`src/rtl/nsp_pkg.sv`:
```
// Shared types, character codes and helpers for the NMEA sentence parser.
// No dependencies; used by nsp_update and nmea_sentence_parser.
package nsp_pkg;

    // Field counter and character counter widths (fit the parameter ranges)
    localparam int unsigned FC_W = 6;
    localparam int unsigned CC_W = 8;
    localparam int unsigned OUT_W = 32;

    // Framing characters
    localparam logic [7:0] CH_DOLLAR = 8'h24;
    localparam logic [7:0] CH_COMMA  = 8'h2C;
    localparam logic [7:0] CH_STAR   = 8'h2A;
    localparam logic [7:0] CH_CR     = 8'h0D;
    localparam logic [7:0] CH_LF     = 8'h0A;

    // Sentence scanner state
    typedef struct packed {
        logic            valid_flag;
        logic [FC_W-1:0] field_counter;
        logic [CC_W-1:0] char_count;
        logic [7:0]      xor_sum;
        logic            after_star;
        logic [7:0]      received_sum;
        logic            received_overflow;
        logic            hex_ended;
    } state_t;

    // One result word, last field in the lowest bits
    typedef struct packed {
        logic [1:0] pad;
        logic       too_long;
        logic [7:0] running_checksum;
        logic [4:0] field_count;
        logic       sentence_valid;
        logic       field_closed;
        logic       is_content;
        logic [4:0] field_number;
        logic [7:0] out_byte;
    } result_t;

    // Hex digit decode: is_hex flags a digit in either case
    typedef struct packed {
        logic       is_hex;
        logic [3:0] value;
    } hex_t;

    function automatic hex_t hex_decode(input logic [7:0] c);
        hex_t h;
        h.is_hex = 1'b0;
        h.value  = 4'd0;
        if (c >= 8'h30 && c <= 8'h39)
        begin
            h.is_hex = 1'b1;
            h.value  = c[3:0];
        end
        else if ((c >= 8'h41 && c <= 8'h46) || (c >= 8'h61 && c <= 8'h66))
        begin
            h.is_hex = 1'b1;
            h.value  = c[3:0] + 4'd9;
        end
        return h;
    endfunction

    // Count of closed fields from fields opened, capped at 31
    function automatic logic [4:0] fields_less_one(input logic [FC_W-1:0] fc);
        logic [FC_W-1:0] t;
        t = (fc == '0) ? '0 : fc - FC_W'(1);
        return t[FC_W-1] ? 5'd31 : t[4:0];
    endfunction

endpackage

```
`src/rtl/nmea_sentence_parser.sv`:
```
// NMEA 0183 sentence parser: tags each received character with its field.
// A result word is registered and presented in the cycle after its character is accepted.
// Throughput: one character per cycle; the single output register refills on the
// same edge it is taken, so only a stalled consumer holds off the input.
// Reset (rst_n low, asynchronous): scanner state cleared, no result pending.
// Depends on nsp_pkg and nsp_update.
module nmea_sentence_parser #(
    parameter int unsigned MAX_LEN    = 128,
    parameter int unsigned MAX_FIELDS = 32
) (
    input  logic        clk,
    input  logic        rst_n,
    input  logic        s_axis_tvalid,
    output logic        s_axis_tready,
    input  logic [7:0]  s_axis_tdata,   // [7:0] in_byte
    output logic        m_axis_tvalid,
    input  logic        m_axis_tready,
    // [7:0] out_byte, [12:8] field_number, [13] is_content, [14] field_closed,
    // [15] sentence_valid, [20:16] field_count, [28:21] running_checksum,
    // [29] too_long, [31:30] zero
    output logic [nsp_pkg::OUT_W-1:0] m_axis_tdata
);

    nsp_pkg::state_t  st_reg;
    nsp_pkg::state_t  st_next;
    nsp_pkg::result_t res_next;
    nsp_pkg::result_t res_reg;
    logic             out_valid_reg;
    logic             accept;

    // Accept a word whenever the output register is empty or draining
    assign s_axis_tready = !out_valid_reg || m_axis_tready;
    assign accept        = s_axis_tvalid && s_axis_tready;

    nsp_update #(
        .MAX_LEN    (MAX_LEN),
        .MAX_FIELDS (MAX_FIELDS)
    ) u_update (
        .in_byte (s_axis_tdata),
        .cur     (st_reg),
        .nxt     (st_next),
        .res     (res_next)
    );

    // Advance scanner state on each accepted word
    always_ff @(posedge clk or negedge rst_n)
    begin
        if (!rst_n)
        begin
            st_reg <= '0;
        end
        else if (accept)
        begin
            st_reg <= st_next;
        end
    end

    // Hold the result valid until taken
    always_ff @(posedge clk or negedge rst_n)
    begin
        if (!rst_n)
        begin
            out_valid_reg <= 1'b0;
        end
        else if (s_axis_tready)
        begin
            out_valid_reg <= s_axis_tvalid;
        end
    end

    // Load the result payload
    always_ff @(posedge clk)
    begin
        if (accept)
        begin
            res_reg <= res_next;
        end
    end

    assign m_axis_tvalid = out_valid_reg;
    assign m_axis_tdata  = res_reg;

    // A dollar opens field zero with nothing closed
    a_dollar_opens: assert property (@(posedge clk) disable iff (!rst_n)
        accept && s_axis_tdata == nsp_pkg::CH_DOLLAR |=>
            m_axis_tvalid && m_axis_tdata[12:8] == 5'd0 && m_axis_tdata[20:16] == 5'd0
            && st_reg.field_counter == nsp_pkg::FC_W'(1))
        else $error("dollar did not restart the sentence");

    // Field counter never passes its ceiling
    a_fc_bound: assert property (@(posedge clk) disable iff (!rst_n)
        st_reg.field_counter <= nsp_pkg::FC_W'(MAX_FIELDS))
        else $error("field counter above ceiling");

    // Character count never passes the store length
    a_cc_bound: assert property (@(posedge clk) disable iff (!rst_n)
        st_reg.char_count <= nsp_pkg::CC_W'(MAX_LEN))
        else $error("character count above store length");

    // A star restarts the received checksum
    a_star_restart: assert property (@(posedge clk) disable iff (!rst_n)
        accept && s_axis_tdata == nsp_pkg::CH_STAR |=>
            st_reg.after_star && st_reg.received_sum == 8'd0 && !st_reg.received_overflow)
        else $error("star did not restart received checksum");

endmodule

```
`src/rtl/nsp_update.sv`:
```
// Next-state and result logic for one received character of the parser.
// Depends on nsp_pkg for the state and result types and character codes.
module nsp_update #(
    parameter int unsigned MAX_LEN    = 128,
    parameter int unsigned MAX_FIELDS = 32
) (
    input  logic [7:0]       in_byte,
    input  nsp_pkg::state_t  cur,
    output nsp_pkg::state_t  nxt,
    output nsp_pkg::result_t res
);

    localparam logic [nsp_pkg::FC_W-1:0] MaxFields = nsp_pkg::FC_W'(MAX_FIELDS);
    localparam logic [nsp_pkg::CC_W-1:0] MaxLen    = nsp_pkg::CC_W'(MAX_LEN);

    logic            line_end;
    logic            match;
    logic            fc_room;
    nsp_pkg::hex_t   hx;

    assign line_end = (in_byte == nsp_pkg::CH_CR) || (in_byte == nsp_pkg::CH_LF);
    assign fc_room  = (cur.field_counter < MaxFields);
    assign hx       = nsp_pkg::hex_decode(in_byte);
    assign match    = cur.after_star ? (!cur.received_overflow &&
                                        cur.received_sum == cur.xor_sum)
                                     : (cur.xor_sum == 8'd0);

    always_comb
    begin
        nxt = cur;
        res = '0;
        res.out_byte     = in_byte;
        res.field_number = nsp_pkg::fields_less_one(cur.field_counter);

        // Classify the character and update fields and checksum
        priority if (in_byte == nsp_pkg::CH_DOLLAR)
        begin
            nxt = '0;
            nxt.field_counter = nsp_pkg::FC_W'(1);
            res.field_number  = 5'd0;
        end
        else if (in_byte == nsp_pkg::CH_COMMA)
        begin
            if (!cur.after_star)
            begin
                nxt.xor_sum = cur.xor_sum ^ in_byte;
            end
            if (fc_room)
            begin
                nxt.field_counter = cur.field_counter + nsp_pkg::FC_W'(1);
            end
            res.field_closed = 1'b1;
        end
        else if (line_end)
        begin
            nxt.valid_flag = match && !cur.valid_flag;
            if (nxt.valid_flag)
            begin
                if (fc_room)
                begin
                    nxt.field_counter = cur.field_counter + nsp_pkg::FC_W'(1);
                end
                res.field_closed = 1'b1;
            end
        end
        else if (in_byte == nsp_pkg::CH_STAR)
        begin
            if (fc_room)
            begin
                nxt.field_counter = cur.field_counter + nsp_pkg::FC_W'(1);
            end
            res.field_closed = 1'b1;
        end
        else
        begin
            res.is_content = 1'b1;
            if (!cur.after_star)
            begin
                nxt.xor_sum = cur.xor_sum ^ in_byte;
            end
        end

        // Store the character and gather received checksum digits
        if (!line_end && nxt.char_count < MaxLen)
        begin
            nxt.char_count = nxt.char_count + nsp_pkg::CC_W'(1);
            if (in_byte == nsp_pkg::CH_STAR)
            begin
                nxt.after_star        = 1'b1;
                nxt.received_sum      = 8'd0;
                nxt.received_overflow = 1'b0;
                nxt.hex_ended         = 1'b0;
            end
            else if (nxt.after_star && !nxt.hex_ended)
            begin
                if (!hx.is_hex)
                begin
                    nxt.hex_ended = 1'b1;
                end
                else
                begin
                    if (nxt.received_sum >= 8'd16)
                    begin
                        nxt.received_overflow = 1'b1;
                    end
                    nxt.received_sum = {nxt.received_sum[3:0], hx.value};
                end
            end
        end
        else if (!line_end && in_byte == nsp_pkg::CH_STAR)
        begin
            // A star past the store still restarts the digit run
            nxt.after_star        = 1'b1;
            nxt.received_sum      = 8'd0;
            nxt.received_overflow = 1'b0;
            nxt.hex_ended         = 1'b0;
        end

        res.sentence_valid   = nxt.valid_flag;
        res.field_count      = nsp_pkg::fields_less_one(nxt.field_counter);
        res.running_checksum = nxt.xor_sum;
        res.too_long         = (nxt.char_count >= MaxLen);
    end

endmodule
```
`config.mk`:
```
export PLATFORM = sky130hd
export DESIGN_NAME = nmea_sentence_parser
export DESIGN_NICKNAME = d
export VERILOG_FILES = /design/src/rtl/nsp_pkg.sv /design/src/rtl/nmea_sentence_parser.sv /design/src/rtl/nsp_update.sv
export SDC_FILE = /design/constraint.sdc
export NUM_CORES = 1
export LEC_CHECK = 0
export ABC_CLOCK_PERIOD_IN_PS = 2800
export BUFFER_PORTS_ARGS = -buffer_cell sky130_fd_sc_hd__buf_2
export CORE_AREA = 2 2 129 131
export DETAILED_ROUTE_END_ITERATION = 16
export DIE_AREA = 0 0 131 133
export REMOVE_ABC_BUFFERS = 1
export SYNTH_ARGS = -nofsm -noshare
export SYNTH_HDL_FRONTEND = slang
export SYNTH_SLANG_ARGS = --single-unit
```
`constraint.sdc`:
```
create_clock -name clk -period 2.8 [get_ports clk]
set_input_delay 0.14 -clock clk [delete_from_list [all_inputs] [get_ports clk]]
set_output_delay 0.14 -clock clk [all_outputs]
set_load 0.005 [all_outputs]
```
==> results list <==
* Cell type with the largest total area after synthesis: sky130_fd_sc_hd__edfxtp_1
- After detailed routing, the total wire length is 8.55 mm.
- Among all flip-flop cells after synthesis, the most frequent one is sky130_fd_sc_hd__dfrtp_1.
* Quantity of I/O buffers inserted on ports: 43
- Layout Area Growth over Synthesis: 31.9%
- Series of cell instances along the critical path: nand4b_1 > or4_4 > buf_4 > a2111o_1 > o221ai_2 > nor3b_4 > a31oi_1
- Share of the synthesized area in the top cell type: 0.250
- The die covers 17400 µm².
- Clock root buffer: sky130_fd_sc_hd__clkbuf_16
- Critical Path AT: approximately 2700 ps
- CTS built an H-tree with a depth of 3.
- Setup CP Type: flip-flop to flip-flop
- Power spread over the standard cell area amounts to 732 nW/µm².
- Flip-flop count of the largest register, all copies and words added: 34
* Total vias in the final route: 2938
- In this run the count of I/O pins placed on the die edge is 46.
- STA classifies the critical path startpoint as a flip-flop.
* Half-perimeter wire length of the detailed placement result: 6.33 mm
- The die is ~130 µm wide.
- Clock sink count: 65
* Clock tree from TritonCTS: built
- Syn avg cell area: 10.0 µm²
* Final worst path period share: 0.960
- Number of register bits inferred by synthesis: 65
* Via/cell ratio: 4.41
* Antenna violations before repair: 0
- For this run, the share of the core covered by cells in the final layout is 0.293.
- The share of the Yosys chip area taken by registers is 0.494.
* Wire length of the first global-routing pass: 14.2 mm
* Worst Tran Pin Value: roughly 800 ps
* Post-route minimum period: ~2700 ps
- Overflow left after global routing: 0
- Largest incremental delay on the critical path: 600 ps
* TritonCTS buffer count: 9
* Delay-heaviest family, CP: simple AND/OR/NAND/NOR gates
* Setup TNS after final layout: 0 ps
- Synth Cell Area: 3600 µm²
- The number of antenna diodes in the final layout is 0.
- Flop2flop setup slack: 110 ps
- Core region area: roughly 16000 µm²
- Largest voltage drop on the vdd net: 0.242 mV
* Final count of negative-setup-slack endpoints: 0
- Height of the chip: 133 µm
- Entering global routing, the biggest net connects 36 pins.
* Power, Total: 3.48 mW
* Drt drc: 0
- Share of flip-flops with an asynchronous set or reset after synthesis: 0.538
* Most common cell in the synthesized netlist: sky130_fd_sc_hd__nand2_1
- The commonest cells after synthesis are sky130_fd_sc_hd__nand2_1, sky130_fd_sc_hd__dfrtp_1, sky130_fd_sc_hd__edfxtp_1, sky130_fd_sc_hd__nor2_1.
- The first TritonRoute pass finished after 4 iterations.
* Number of buffer and inverter instances along the worst setup path: 1
- Synth area leaders: sky130_fd_sc_hd__edfxtp_1, sky130_fd_sc_hd__dfrtp_1, sky130_fd_sc_hd__nand2_1
- Dividing the detail-routed wire length by the instance count gives between 10 and 15 µm.
* Headroom to the max-slew limit: 0.469
* Fin nets: 463
* Number of rows created at floorplan: 47
* Type of the tightest min-delay check: input pin to flip-flop
* Yosys cell types: 63
* Violation count after the first detailed-route iteration: 220
- The final number of hold-violating endpoints is 0.
* Buffers from clock root to sink, at most: 2
* Clock Latency Late Sink: 340 ps
- The initial utilization of the core area, before any placement, comes to 0.222.
- Across every metal layer, demand over resource in global routing totals 0.104.
- For the worst setup path, the data required time is ~2900 ps.
* Outcome: complete, no violations
- Cell count after synthesis: around 360
* Reg clk slew, reported paths: 60 ps
* Maximum fanout encountered on the critical timing path: 4
- Kind of end point of the critical path: flip-flop
- Critical path's slowest cell: sky130_fd_sc_hd__or4_4
- Yosys printed 0 warnings.
* Max-cap violations: 0
- Unrepaired setup endpoints after global routing: false
* Number of flops mapped to enable cells by yosys: 30
- Between clock sinks in the finished design, the worst skew comes to 10.5 ps.
- Timing would allow up to 372 MHz.
* Routability cong.: 0.896
- In this run the static leakage power is 2.01 nW.
* Slew Viols, Final: 0
- In this run the remaining antenna-violating nets after routing total 0.
* Via count of the first global-routing pass: 2971
- In the final layout, the share of cells above drive strength 1 is 0.287.
-- worst register-to-register path, delay by kind of cell (launching register included) --
family                 cells  cell delay [ps]
AND/OR/NAND/NOR            3             1140
AO/OA/AOI/OAI              3              700
flip-flops                 1              400
buffers and inverters      1              170
-- routing by layer --
metal | vias up | global-route usage | wire length (µm)
li1 | 1448 | - | -
met1 | 1398 | 0.130 | 3860
met2 | 80 | 0.164 | 4190
met3 | 12 | 0.0267 | 305
met4 | 0 | 0.0550 | 196
met5 | - | 0 | 0
-- area by class of cell --
cell class / count / area [µm²]
well taps: 220 / 275
flip-flops and latches: 65 / 1780
repair buffers: 88 / 556
fillers: 1661 / 11400
clock inverters: 3 / 25.0
clock buffers: 13 / 304
inverters: 14 / 52.6
multi-input cells: 263 / 1750
-- stage by stage --
| step | cells | instance area [µm²] | hold slack [ps] | setup slack, ps |
|---|---|---|---|---|
| final | 666 | 4740 | 12.1 | 113 |
| after global routing | 666 | 4740 | 18.3 | 0.367 |
| after CTS | 662 | 4660 | 1.59 | 26.9 |
| after detailed placement | 645 | 4320 | 278 | -152 |
| after global placement | 645 | 4320 | 278 | -77.9 |
| after floorplan | 342 | 3520 | -156 | -31.4 |
-- placed cells by master (no fill, tap or decap), types with 15 or more instances in the layout --
| master | instances |
|---|---|
| sky130_fd_sc_hd__buf_2 | 43 |
| sky130_fd_sc_hd__buf_4 | 44 |
| sky130_fd_sc_hd__dfrtp_1 | 33 |
| sky130_fd_sc_hd__edfxtp_1 | 30 |
| sky130_fd_sc_hd__nand2_1 | 59 |
| sky130_fd_sc_hd__nor2_1 | 27 |
| sky130_fd_sc_hd__o21ai_0 | 15 |
| sky130_fd_sc_hd__xor2_1 | 15 |
-- worst paths after layout --
check,from,cells past startpoint,to
worst max-delay path,st_reg[33],7,m_axis_tdata[16]
worst min-delay path,s_axis_tvalid,2,m_axis_tvalid
worst max register to register,st_reg[33],7,m_axis_tdata[16]
worst min register to register,st_reg[0],2,st_reg[0]
max in group asynchronous,rst_n,2,st_reg[3]
min in group asynchronous,rst_n,2,m_axis_tvalid
-- repair_timing --
action,4_1_cts,5_1_grt
resized for setup,0,12
endpoints found under the hold margin,35,0
endpoints found under the setup margin,0,5
setup buffers,0,4
hold buffers,1,0
-- logic make-up after synthesis --
kind of cell	Yosys count	synth area share
xor+xnor	29	0.0706
buf+inv	31	0.0362
compound gates	75	0.152
other cells	1	0.00104
flops	65	0.494
simple gates	140	0.190
mux	7	0.0209
fa+ha+maj	10	0.0348
-- power breakdown --
part | internal, mW | switching, mW | total (mW)
logic | 0.427 | 0.492 | 0.919
registers | 1.22 | 0.143 | 1.36
clock network | 0.767 | 0.426 | 1.19
total | 2.41 | 1.06 | 3.48
Power figures use the tool's default switching activity.
